## src/sv/phc_pkg.sv

```systemverilog
// proximity hazard classifier: shared types, codes and constants
`default_nettype none

package phc_pkg;

  localparam int COORD_WIDTH_DEF = 16;
  localparam int QUEUE_DEPTH_DEF = 4;

  typedef enum logic [1:0] {
    REQ_STATUS = 2'd0,
    REQ_LASER  = 2'd1,
    REQ_POINT  = 2'd2,
    REQ_TICK   = 2'd3
  } req_t;

  typedef enum logic [1:0] {
    MODE_UNKNOWN = 2'd0,
    MODE_IDLE    = 2'd1,
    MODE_ROLLING = 2'd2
  } mode_t;

  typedef enum logic [1:0] {
    LVL_GREEN  = 2'd0,
    LVL_YELLOW = 2'd1,
    LVL_RED    = 2'd2
  } level_t;

  typedef enum logic [2:0] {
    REG_CIRCLE    = 3'd0,
    REG_Z_UPPER   = 3'd1,
    REG_Z_LOWER   = 3'd2,
    REG_HOLD      = 3'd3,
    REG_THRESHOLD = 3'd4
  } reg_idx_t;

  localparam logic [15:0]        CIRCLE_RST    = 16'd2000;
  localparam logic signed [15:0] Z_UPPER_RST   = 16'sd900;
  localparam logic signed [15:0] Z_LOWER_RST   = -16'sd200;
  localparam logic [15:0]        HOLD_RST      = 16'd30;
  localparam logic [7:0]         THRESHOLD_RST = 8'd3;

  localparam logic [1:0] MODE_CODE_RESERVED = 2'd3;

  typedef struct packed {
    logic [15:0]        circle_mm;
    logic signed [15:0] z_upper_mm;
    logic signed [15:0] z_lower_mm;
    logic [15:0]        hold_ticks;
    logic [7:0]         count_threshold;
  } cfg_t;

  // classified transaction handed from front to back
  typedef struct packed {
    req_t       req;
    logic [1:0] mode;
    logic       last;
    level_t     laser_lvl;
    level_t     point_lvl;
  } cmd_t;

  function automatic logic [15:0] sat_inc16(input logic [15:0] v);
    return (v == 16'hFFFF) ? v : v + 16'd1;
  endfunction

endpackage

`default_nettype wire

```

## src/sv/phc_if.sv

```systemverilog
// proximity hazard classifier: input and result channel interfaces
`default_nettype none

interface phc_in_if import phc_pkg::*; #(
  parameter int COORD_WIDTH = COORD_WIDTH_DEF
) ();
  logic                          valid;
  logic                          ready;
  logic [1:0]                    req_type;
  logic [1:0]                    scanner_mode;
  logic [15:0]                   range_mm;
  logic signed [COORD_WIDTH-1:0] point_x_mm;
  logic signed [COORD_WIDTH-1:0] point_y_mm;
  logic signed [COORD_WIDTH-1:0] point_z_mm;
  logic                          last_of_frame;

  modport source (
    output valid, req_type, scanner_mode, range_mm, point_x_mm, point_y_mm, point_z_mm,
    output last_of_frame,
    input  ready
  );
  modport sink (
    input  valid, req_type, scanner_mode, range_mm, point_x_mm, point_y_mm, point_z_mm,
    input  last_of_frame,
    output ready
  );
endinterface

interface phc_out_if import phc_pkg::*; ();
  logic        valid;
  logic        ready;
  logic [1:0]  hazard_level;
  logic [15:0] ticks_since_hazard;

  modport source (output valid, hazard_level, ticks_since_hazard, input ready);
  modport sink (input valid, hazard_level, ticks_since_hazard, output ready);
endinterface

`default_nettype wire

```

## src/sv/phc_front.sv

```systemverilog
// proximity hazard classifier: front end, grades samples and points against the circle
`default_nettype none

module phc_front import phc_pkg::*; #(
  parameter int COORD_WIDTH = COORD_WIDTH_DEF
) (
  input  logic  clk,
  input  logic  rst,
  input  cfg_t  cfg,
  phc_in_if.sink in_ch,
  input  logic  q_full,
  output logic  q_push,
  output cmd_t  q_data
);

  localparam int SQW  = 2 * COORD_WIDTH;
  localparam int ZW   = (COORD_WIDTH > 16) ? COORD_WIDTH : 16;
  localparam int CMPW = (2 * COORD_WIDTH + 5 > 33) ? 2 * COORD_WIDTH + 5 : 33;

  logic                   in_acc;
  logic [COORD_WIDTH-1:0] ax;
  logic [COORD_WIDTH-1:0] ay;
  logic signed [ZW-1:0]   z_ext;
  logic signed [ZW-1:0]   zu_ext;
  logic signed [ZW-1:0]   zl_ext;
  logic [17:0]            r3;
  level_t                 laser_lvl;

  logic             s1_valid;
  req_t             s1_req;
  logic [1:0]       s1_mode;
  logic             s1_last;
  level_t           s1_laser;
  logic             s1_zpass;
  logic [SQW-1:0]   s1_sqx;
  logic [SQW-1:0]   s1_sqy;
  logic [31:0]      c2;

  logic [CMPW-1:0]  d2w;
  logic [CMPW-1:0]  d2x9;
  logic [CMPW-1:0]  c2w;
  level_t           pt_lvl;

  assign in_ch.ready = !s1_valid || !q_full;
  assign in_acc      = in_ch.valid && in_ch.ready;
  assign q_push      = s1_valid && !q_full;

  // planar magnitudes, the most negative code maps onto its unsigned value
  assign ax = in_ch.point_x_mm[COORD_WIDTH-1] ? (~in_ch.point_x_mm + 1'b1) : in_ch.point_x_mm;
  assign ay = in_ch.point_y_mm[COORD_WIDTH-1] ? (~in_ch.point_y_mm + 1'b1) : in_ch.point_y_mm;

  assign z_ext  = ZW'(in_ch.point_z_mm);
  assign zu_ext = ZW'(cfg.z_upper_mm);
  assign zl_ext = ZW'(cfg.z_lower_mm);

  assign r3 = ({2'b00, in_ch.range_mm} << 1) + {2'b00, in_ch.range_mm};

  always_comb begin
    if (in_ch.range_mm < cfg.circle_mm) begin
      laser_lvl = (r3 < {2'b00, cfg.circle_mm}) ? LVL_RED : LVL_YELLOW;
    end else begin
      laser_lvl = LVL_GREEN;
    end
  end

  always_ff @(posedge clk) begin
    if (rst) begin
      s1_valid <= 1'b0;
    end else if (in_acc) begin
      s1_valid <= 1'b1;
    end else if (q_push) begin
      s1_valid <= 1'b0;
    end
  end

  always_ff @(posedge clk) begin
    c2 <= 32'(cfg.circle_mm) * 32'(cfg.circle_mm);
    if (in_acc) begin
      s1_req   <= req_t'(in_ch.req_type);
      s1_mode  <= in_ch.scanner_mode;
      s1_last  <= in_ch.last_of_frame;
      s1_laser <= laser_lvl;
      s1_zpass <= !(z_ext > zu_ext || z_ext < zl_ext);
      s1_sqx   <= SQW'(ax) * SQW'(ax);
      s1_sqy   <= SQW'(ay) * SQW'(ay);
    end
  end

  assign d2w  = CMPW'(s1_sqx) + CMPW'(s1_sqy);
  assign d2x9 = (d2w << 3) + d2w;
  assign c2w  = CMPW'(c2);

  always_comb begin
    if (!s1_zpass || !(d2w < c2w)) begin
      pt_lvl = LVL_GREEN;
    end else if (d2x9 < c2w) begin
      pt_lvl = LVL_RED;
    end else begin
      pt_lvl = LVL_YELLOW;
    end
  end

  always_comb begin
    q_data.req       = s1_req;
    q_data.mode      = s1_mode;
    q_data.last      = s1_last;
    q_data.laser_lvl = s1_laser;
    q_data.point_lvl = pt_lvl;
  end

endmodule

`default_nettype wire

```

## src/sv/phc_queue.sv

```systemverilog
// proximity hazard classifier: short transaction queue between front and back
`default_nettype none

module phc_queue import phc_pkg::*; #(
  parameter int DEPTH = QUEUE_DEPTH_DEF
) (
  input  logic clk,
  input  logic rst,
  input  logic push,
  input  cmd_t push_data,
  output logic full,
  input  logic pop,
  output cmd_t pop_data,
  output logic empty
);

  localparam int PW = (DEPTH > 1) ? $clog2(DEPTH) : 1;
  localparam int NW = $clog2(DEPTH + 1);
  localparam logic [PW-1:0] LAST_PTR = PW'(DEPTH - 1);
  localparam logic [NW-1:0] FULL_CNT = NW'(DEPTH);

  cmd_t          mem [DEPTH];
  logic [PW-1:0] wr_ptr;
  logic [PW-1:0] rd_ptr;
  logic [NW-1:0] count;
  logic          do_push;
  logic          do_pop;

  assign full     = (count == FULL_CNT);
  assign empty    = (count == '0);
  assign do_push  = push && !full;
  assign do_pop   = pop && !empty;
  assign pop_data = mem[rd_ptr];

  always_ff @(posedge clk) begin
    if (do_push) begin
      mem[wr_ptr] <= push_data;
    end
  end

  always_ff @(posedge clk) begin
    if (rst) begin
      wr_ptr <= '0;
      rd_ptr <= '0;
      count  <= '0;
    end else begin
      if (do_push) begin
        wr_ptr <= (wr_ptr == LAST_PTR) ? '0 : wr_ptr + 1'b1;
      end
      if (do_pop) begin
        rd_ptr <= (rd_ptr == LAST_PTR) ? '0 : rd_ptr + 1'b1;
      end
      if (do_push && !do_pop) begin
        count <= count + 1'b1;
      end else if (do_pop && !do_push) begin
        count <= count - 1'b1;
      end
    end
  end

  a_no_push_full: assert property (@(posedge clk) disable iff (rst) !(push && full))
    else $error("push into full queue");
  a_no_pop_empty: assert property (@(posedge clk) disable iff (rst) !(pop && empty))
    else $error("pop from empty queue");
  a_count_up: assert property (@(posedge clk) disable iff (rst)
    do_push && !do_pop |=> count == $past(count) + 1'b1)
    else $error("queue count lost a push");
  a_ptr_gap: assert property (@(posedge clk) disable iff (rst)
    count != '0 && count != FULL_CNT |-> wr_ptr != rd_ptr)
    else $error("queue pointers disagree with count");

endmodule

`default_nettype wire

```

## src/sv/phc_back.sv

```systemverilog
// proximity hazard classifier: back end, hazard state, tick counter and result register
`default_nettype none

module phc_back import phc_pkg::*; (
  input  logic  clk,
  input  logic  rst,
  input  cfg_t  cfg,
  input  logic  q_empty,
  input  cmd_t  q_data,
  output logic  q_pop,
  phc_out_if.source out_ch
);

  mode_t       mode_reg;
  level_t      level_reg;
  logic [15:0] tick_count;
  logic        sample_parity;
  logic [15:0] red_hits;
  logic [15:0] yellow_hits;
  level_t      cloud_level;

  mode_t       mode_reg_next;
  level_t      level_reg_next;
  logic [15:0] tick_count_next;
  logic        sample_parity_next;
  logic [15:0] red_hits_next;
  logic [15:0] yellow_hits_next;
  level_t      cloud_level_next;
  level_t      cloud_max;

  logic        out_valid;
  level_t      out_level;
  logic [15:0] out_ticks;
  logic        out_load;

  assign q_pop    = !q_empty && (q_data.req != REQ_TICK || !out_valid || out_ch.ready);
  assign out_load = q_pop && q_data.req == REQ_TICK;

  assign cloud_max = (q_data.point_lvl > cloud_level) ? q_data.point_lvl : cloud_level;

  always_comb begin
    mode_reg_next      = mode_reg;
    level_reg_next     = level_reg;
    tick_count_next    = tick_count;
    sample_parity_next = sample_parity;
    red_hits_next      = red_hits;
    yellow_hits_next   = yellow_hits;
    cloud_level_next   = cloud_level;
    if (q_pop) begin
      unique case (q_data.req)
        REQ_STATUS: begin
          mode_reg_next      = (q_data.mode == MODE_CODE_RESERVED) ? MODE_UNKNOWN
                                                                   : mode_t'(q_data.mode);
          red_hits_next      = '0;
          yellow_hits_next   = '0;
          sample_parity_next = 1'b0;
          cloud_level_next   = LVL_GREEN;
        end
        REQ_LASER: begin
          if (mode_reg == MODE_IDLE) begin
            if (!sample_parity && q_data.laser_lvl == LVL_RED) begin
              red_hits_next = sat_inc16(red_hits);
            end
            if (!sample_parity && q_data.laser_lvl == LVL_YELLOW) begin
              yellow_hits_next = sat_inc16(yellow_hits);
            end
            sample_parity_next = !sample_parity;
            if (q_data.last) begin
              // yellow first, red overrides
              if (yellow_hits_next > 16'(cfg.count_threshold)) begin
                level_reg_next  = LVL_YELLOW;
                tick_count_next = '0;
              end
              if (red_hits_next > 16'(cfg.count_threshold)) begin
                level_reg_next  = LVL_RED;
                tick_count_next = '0;
              end
              red_hits_next      = '0;
              yellow_hits_next   = '0;
              sample_parity_next = 1'b0;
            end
          end
        end
        REQ_POINT: begin
          if (mode_reg == MODE_ROLLING) begin
            if (q_data.point_lvl != LVL_GREEN) begin
              cloud_level_next = cloud_max;
              level_reg_next   = cloud_max;
              tick_count_next  = '0;
            end
            if (q_data.last) begin
              cloud_level_next = LVL_GREEN;
            end
          end
        end
        REQ_TICK: begin
          tick_count_next = sat_inc16(tick_count);
          if (tick_count_next > cfg.hold_ticks) begin
            level_reg_next = LVL_GREEN;
          end
        end
        default: begin
        end
      endcase
    end
  end

  always_ff @(posedge clk) begin
    if (rst) begin
      mode_reg      <= MODE_UNKNOWN;
      level_reg     <= LVL_GREEN;
      tick_count    <= '0;
      sample_parity <= 1'b0;
      red_hits      <= '0;
      yellow_hits   <= '0;
      cloud_level   <= LVL_GREEN;
      out_valid     <= 1'b0;
    end else begin
      mode_reg      <= mode_reg_next;
      level_reg     <= level_reg_next;
      tick_count    <= tick_count_next;
      sample_parity <= sample_parity_next;
      red_hits      <= red_hits_next;
      yellow_hits   <= yellow_hits_next;
      cloud_level   <= cloud_level_next;
      if (out_load) begin
        out_valid <= 1'b1;
      end else if (out_ch.ready) begin
        out_valid <= 1'b0;
      end
    end
  end

  always_ff @(posedge clk) begin
    if (out_load) begin
      out_level <= level_reg_next;
      out_ticks <= tick_count_next;
    end
  end

  assign out_ch.valid              = out_valid;
  assign out_ch.hazard_level       = out_level;
  assign out_ch.ticks_since_hazard = out_ticks;

  a_tick_loads: assert property (@(posedge clk) disable iff (rst) out_load |=> out_valid)
    else $error("tick popped without a result");
  a_ticks_nonzero: assert property (@(posedge clk) disable iff (rst)
    out_valid |-> out_ticks != '0)
    else $error("reported tick count is zero");
  a_hold_green: assert property (@(posedge clk) disable iff (rst)
    out_valid && out_ticks > cfg.hold_ticks |-> out_level == LVL_GREEN)
    else $error("level not green after hold time");
  a_no_overwrite: assert property (@(posedge clk) disable iff (rst)
    out_valid && !out_ch.ready |-> !out_load)
    else $error("pending result overwritten");

endmodule

`default_nettype wire

```

## src/sv/proximity_hazard_classifier_core.sv

```systemverilog
// proximity hazard classifier: top level with register port, front, queue and back
//
//  channel  dir  kind        payload
//  in_ch    in   valid/ready req_type, scanner_mode, range_mm, point_{x,y,z}_mm, last_of_frame
//  out_ch   out  valid/ready hazard_level, ticks_since_hazard (one per tick)
//  apb      in   psel/penable circle, z window, hold, threshold at 4*index
//
//  one transaction per cycle unless stalled; a tick passes input reg, queue, result register
//  front: input register with planar squares, then distance compare into the queue
//  back: one queued transaction per cycle, a tick waits only while a result is unread
//  synchronous reset restores register defaults, green level and unknown mode
//  a stalled output holds a tick at the queue head and all behind it; a full queue stalls input
`default_nettype none

module proximity_hazard_classifier_core import phc_pkg::*; #(
  parameter int COORD_WIDTH = COORD_WIDTH_DEF,
  parameter int QUEUE_DEPTH = QUEUE_DEPTH_DEF
) (
  input  logic        clk,
  input  logic        rst,
  phc_in_if.sink      in_ch,
  phc_out_if.source   out_ch,
  input  logic        psel,
  input  logic        penable,
  input  logic        pwrite,
  input  logic [4:0]  paddr,
  input  logic [31:0] pwdata,
  output logic [31:0] prdata,
  output logic        pready
);

  cfg_t     cfg;
  reg_idx_t reg_sel;
  logic     wr_en;
  logic     q_full;
  logic     q_push;
  cmd_t     q_wdata;
  logic     q_pop;
  cmd_t     q_rdata;
  logic     q_empty;

  assign pready  = 1'b1;
  assign reg_sel = reg_idx_t'(paddr[4:2]);
  assign wr_en   = psel && penable && pwrite && pready;

  always_ff @(posedge clk) begin
    if (rst) begin
      cfg.circle_mm       <= CIRCLE_RST;
      cfg.z_upper_mm      <= Z_UPPER_RST;
      cfg.z_lower_mm      <= Z_LOWER_RST;
      cfg.hold_ticks      <= HOLD_RST;
      cfg.count_threshold <= THRESHOLD_RST;
    end else if (wr_en) begin
      unique case (reg_sel)
        REG_CIRCLE:    cfg.circle_mm       <= pwdata[15:0];
        REG_Z_UPPER:   cfg.z_upper_mm      <= pwdata[15:0];
        REG_Z_LOWER:   cfg.z_lower_mm      <= pwdata[15:0];
        REG_HOLD:      cfg.hold_ticks      <= pwdata[15:0];
        REG_THRESHOLD: cfg.count_threshold <= pwdata[7:0];
        default: begin
        end
      endcase
    end
  end

  always_comb begin
    unique case (reg_sel)
      REG_CIRCLE:    prdata = {16'd0, cfg.circle_mm};
      REG_Z_UPPER:   prdata = 32'(cfg.z_upper_mm);
      REG_Z_LOWER:   prdata = 32'(cfg.z_lower_mm);
      REG_HOLD:      prdata = {16'd0, cfg.hold_ticks};
      REG_THRESHOLD: prdata = {24'd0, cfg.count_threshold};
      default:       prdata = '0;
    endcase
  end

  phc_front #(
    .COORD_WIDTH(COORD_WIDTH)
  ) u_front (
    .clk    (clk),
    .rst    (rst),
    .cfg    (cfg),
    .in_ch  (in_ch),
    .q_full (q_full),
    .q_push (q_push),
    .q_data (q_wdata)
  );

  phc_queue #(
    .DEPTH(QUEUE_DEPTH)
  ) u_queue (
    .clk       (clk),
    .rst       (rst),
    .push      (q_push),
    .push_data (q_wdata),
    .full      (q_full),
    .pop       (q_pop),
    .pop_data  (q_rdata),
    .empty     (q_empty)
  );

  phc_back u_back (
    .clk     (clk),
    .rst     (rst),
    .cfg     (cfg),
    .q_empty (q_empty),
    .q_data  (q_rdata),
    .q_pop   (q_pop),
    .out_ch  (out_ch)
  );

endmodule

`default_nettype wire
```

## src/flat_wrapper.sv

```systemverilog
// flat-port wrapper written by rule: the top's interface ports become plain ports
module proximity_hazard_classifier_core_flat import phc_pkg::*;
#(
  parameter int COORD_WIDTH = COORD_WIDTH_DEF,
  parameter int QUEUE_DEPTH = QUEUE_DEPTH_DEF
)
  (clk, rst, psel, penable, pwrite, paddr, pwdata, prdata, pready, in_ch_valid, in_ch_req_type, in_ch_scanner_mode, in_ch_range_mm, in_ch_point_x_mm, in_ch_point_y_mm, in_ch_point_z_mm, in_ch_last_of_frame, in_ch_ready, out_ch_valid, out_ch_hazard_level, out_ch_ticks_since_hazard, out_ch_ready);
  phc_in_if #(.COORD_WIDTH(COORD_WIDTH)) in_ch_i ();
  phc_out_if out_ch_i ();
  input  logic clk;
  input  logic rst;
  input  logic psel;
  input  logic penable;
  input  logic pwrite;
  input  logic [4:0] paddr;
  input  logic [31:0] pwdata;
  output logic [31:0] prdata;
  output logic pready;
  input wire logic [$bits(in_ch_i.valid)-1:0] in_ch_valid;
  input wire logic [$bits(in_ch_i.req_type)-1:0] in_ch_req_type;
  input wire logic [$bits(in_ch_i.scanner_mode)-1:0] in_ch_scanner_mode;
  input wire logic [$bits(in_ch_i.range_mm)-1:0] in_ch_range_mm;
  input wire logic [$bits(in_ch_i.point_x_mm)-1:0] in_ch_point_x_mm;
  input wire logic [$bits(in_ch_i.point_y_mm)-1:0] in_ch_point_y_mm;
  input wire logic [$bits(in_ch_i.point_z_mm)-1:0] in_ch_point_z_mm;
  input wire logic [$bits(in_ch_i.last_of_frame)-1:0] in_ch_last_of_frame;
  output wire logic [$bits(in_ch_i.ready)-1:0] in_ch_ready;
  output wire logic [$bits(out_ch_i.valid)-1:0] out_ch_valid;
  output wire logic [$bits(out_ch_i.hazard_level)-1:0] out_ch_hazard_level;
  output wire logic [$bits(out_ch_i.ticks_since_hazard)-1:0] out_ch_ticks_since_hazard;
  input wire logic [$bits(out_ch_i.ready)-1:0] out_ch_ready;
  assign in_ch_i.valid = in_ch_valid;
  assign in_ch_i.req_type = in_ch_req_type;
  assign in_ch_i.scanner_mode = in_ch_scanner_mode;
  assign in_ch_i.range_mm = in_ch_range_mm;
  assign in_ch_i.point_x_mm = in_ch_point_x_mm;
  assign in_ch_i.point_y_mm = in_ch_point_y_mm;
  assign in_ch_i.point_z_mm = in_ch_point_z_mm;
  assign in_ch_i.last_of_frame = in_ch_last_of_frame;
  assign in_ch_ready = in_ch_i.ready;
  assign out_ch_valid = out_ch_i.valid;
  assign out_ch_hazard_level = out_ch_i.hazard_level;
  assign out_ch_ticks_since_hazard = out_ch_i.ticks_since_hazard;
  assign out_ch_i.ready = out_ch_ready;
  proximity_hazard_classifier_core #(.COORD_WIDTH(COORD_WIDTH), .QUEUE_DEPTH(QUEUE_DEPTH)) u_core (.clk(clk), .rst(rst), .in_ch(in_ch_i), .out_ch(out_ch_i), .psel(psel), .penable(penable), .pwrite(pwrite), .paddr(paddr), .pwdata(pwdata), .prdata(prdata), .pready(pready));
endmodule
```

## config.mk

```make
export PLATFORM = sky130hd
export DESIGN_NAME = proximity_hazard_classifier_core_flat
export DESIGN_NICKNAME = d
export VERILOG_FILES = /design/src/sv/phc_pkg.sv /design/src/sv/phc_if.sv /design/src/sv/phc_front.sv /design/src/sv/phc_queue.sv /design/src/sv/phc_back.sv /design/src/sv/proximity_hazard_classifier_core.sv /design/src/flat_wrapper.sv
export SDC_FILE = /design/constraint.sdc
export NUM_CORES = 2
export LEC_CHECK = 0
export ABC_AREA = 0
export BUFFER_PORTS_ARGS = -buffer_cell sky130_fd_sc_hd__buf_2
export CELL_PAD_IN_SITES_DETAIL_PLACEMENT = 0
export CELL_PAD_IN_SITES_GLOBAL_PLACEMENT = 1
export CORE_UTILIZATION = 30
export DETAILED_ROUTE_END_ITERATION = 12
export PLACE_DENSITY_LB_ADDON = 0.1
export SLEW_MARGIN = 0
export SYNTH_ARGS = -nofsm -noshare
export SYNTH_HDL_FRONTEND = slang
export SYNTH_SLANG_ARGS = --single-unit
```

## constraint.sdc

```tcl
create_clock -name clk -period 9.79 [get_ports clk]
set_input_delay 0.979 -clock clk [delete_from_list [all_inputs] [get_ports clk]]
set_output_delay 0.979 -clock clk [all_outputs]
set_load 0.05 [all_outputs]
```

==> metrics <==
status completed; Synth Area in Compound Gates 12.3%; required time of the critical path 10.13 ns; Starting Density 30.2%; Final Cycle Share 84.4%; CTS H-tree lvls 2; Worst setup SP type input pin; HP Class reg -> reg; post-synth top area cell fa_1; adder-cell share of the synthesized area 41.3%; largest fanout on the critical path 10; Slew @ Worst Pin 1.09 ns; DRC 0; Worst-Skew Late Latency 0.61 ns; placed cell areas 43300 um^2; Warnings, synthesis 0; Reg area 7110 um^2; Setup-failing EPs final 0; mux share of post-synthesis cell area 1.51%; Max Root-Sink Buffers 3; share of layout cells above drive strength 1 7.24%; crit path DAT 8.60 ns; I/O Buffers 146; Die Wd 368 um; # resized after CTS 0; Worst path slowest cell fa_1; slowest stage delay, CP 0.52 ns; Top Registers u_core.cfg (72), u_core.u_queue.mem (36); setup bufs post-CTS 0; Area growth, synth to finish 11.1%; CTS root buffer clkbuf_16; commonest non-fill, non-tap cells in the layout inv_1 (815), ha_1 (536), fa_1 (496); syn_area_per_cell 9.00 um^2; Reg2Reg Depth 23; FMAX 0.121 GHz; Yosys cell types 82; Die Height 368 um; final antenna-violating net count 0; cts hold-fix bufs 0; Simple-Gate Fraction of Synth Area 13.2%; total track usage 17.1%; Syn Inst Count 4475; drt pass-1 iters 5; Most common cell on crit path fa_1; nets 5770; Detailed Route Iter0 Violations 1319; TritonCTS clock tree done; first-pass GRT wire length 183 mm; Post-Synth XOR/XNOR Area 4.87%; die area 136000 um^2; Max Cap Violations 0; Fin. Hold Viols 0; Site Rows 134; Hold Path Cell Cnt 2; DP HPWL 93.9 mm; Synth top area share 24.7%; Largest register FFs 72; largest net degree at the start of global routing 83; total clock sinks 293; ys async rst share 0%; Biggest register u_core.cfg; vias in the first global route 32200; GP Congestion 0.804; Primary FF master, synth dfxtp_1; CP Class in -> reg; Final Cell Area 44700 um^2; placed cell count 6351; register area share after synthesis 17.6%; post-DR wirelength/cell 17.7 um; commonest non-fill, non-tap cell in the layout inv_1; ANT cells 0; detailed-route vias per instance 4.69; Synth area leaders fa_1 (25%), ha_1 (17%), edfxtp_1 (9.2%); Worst Setup End Kind flop; final std cells w/o fill 6425; clock buffer count from CTS 40; via count 30100; Worst-path clk slew 0.06 ns; num ports 166; core area 133000 um^2; area occupied by multi-input gates 29600 um^2; Cell Area, Synth 40300 um^2; worst-case clock skew 0.0301 ns; GRT overflow 0; initial antenna violation count 0; Slew Viols, Final 0; main combinational cell family by area after synthesis adder cells; max_slew headroom 26.7%; RSZ-0062 raised after global routing false; Tmin final 8.26 ns; register bit total from synthesis 293; Post-synth EDFFs 124; Filler cells 14200; final WL 114 mm; setup tns final 0 ns
metrics by stage:
stage	setup WS [ns]	util [%]	hold WS, ns
after floorplan	1.35	-	0.370
after global placement	0.854	32.5	0.463
after detailed placement	0.829	32.5	0.466
after CTS	1.47	33.6	0.474
after global routing	0.854	33.6	0.489
final	1.53	33.6	0.473
kinds of logic after synthesis:
kind of cell / count (synthesis)
AO/OA/AOI/OAI: 760
XOR/XNOR: 224
adder cells (fa/ha/maj): 1032
buffers and inverters: 966
flip-flops: 293
multiplexers: 40
other: 2
AND/OR/NAND/NOR: 1158
routing by layer:
| metal | share of wire, % | global-route usage (%) | vias up |
|---|---|---|---|
| met1 | 47 | 22.7 | 14700 |
| met2 | 50 | 30.5 | 348 |
| met3 | 2.3 | 1.48 | 76 |
| met4 | 1.5 | 3.07 | 0 |
| li1 | - | - | 15000 |
| met5 | 0 | 0 | - |
synthesized netlist by cell type, types with 31 or more instances:
cell      count
a211o_1      36
a211oi_1     31
a21o_1      101
a21oi_1     240
a22oi_1      31
and2_1       32
and3_1       34
clkbuf_1    105
dfxtp_1     169
edfxtp_1    124
fa_1        496
ha_1        536
inv_1       815
nand2_1     396
nand2b_1     46
nand3_1      56
nand4_1      40
nor2_1      362
nor2b_1      60
nor3_1       47
o21a_1       33
o21ai_0     123
xnor2_1     147
xor2_1       77
final cells by class:
type,instances,area share (%)
sequential,293,15.9
clock inverter,27,0.811
clock buffer,47,2.34
inverter,837,7.02
tap,1768,4.95
timing repair buffer,215,2.80
multi-input combinational,3238,66.2
worst max-delay path, delay by kind of cell:
kind	cells	cell delay, ns
xor gates and xnor gates	2	0.24
AOI/OAI and AO/OA	8	2.18
and+or+nand+nor	4	0.93
buffers and inverters	8	0.98
adders and majority gates	7	3.28
worst paths after layout:
check                               from                             endpoint  slack, ns
min reg2reg  u_core.cfg[53]$_SDFFE_PP0P_          u_core.cfg[53]$_SDFFE_PP0P_       0.47
min          u_core.cfg[53]$_SDFFE_PP0P_          u_core.cfg[53]$_SDFFE_PP0P_       0.47
max                  in_ch_point_x_mm[3]  u_core.u_front.s1_sqx[23]$_DFFE_PP_       1.53
max reg2reg  u_core.cfg[60]$_SDFFE_PP1P_        u_core.u_front.c2[31]$_DFF_P_       2.14
Power is not shown: default switching activity piles up to over one toggle a cycle in this logic, so the estimate is an artifact.
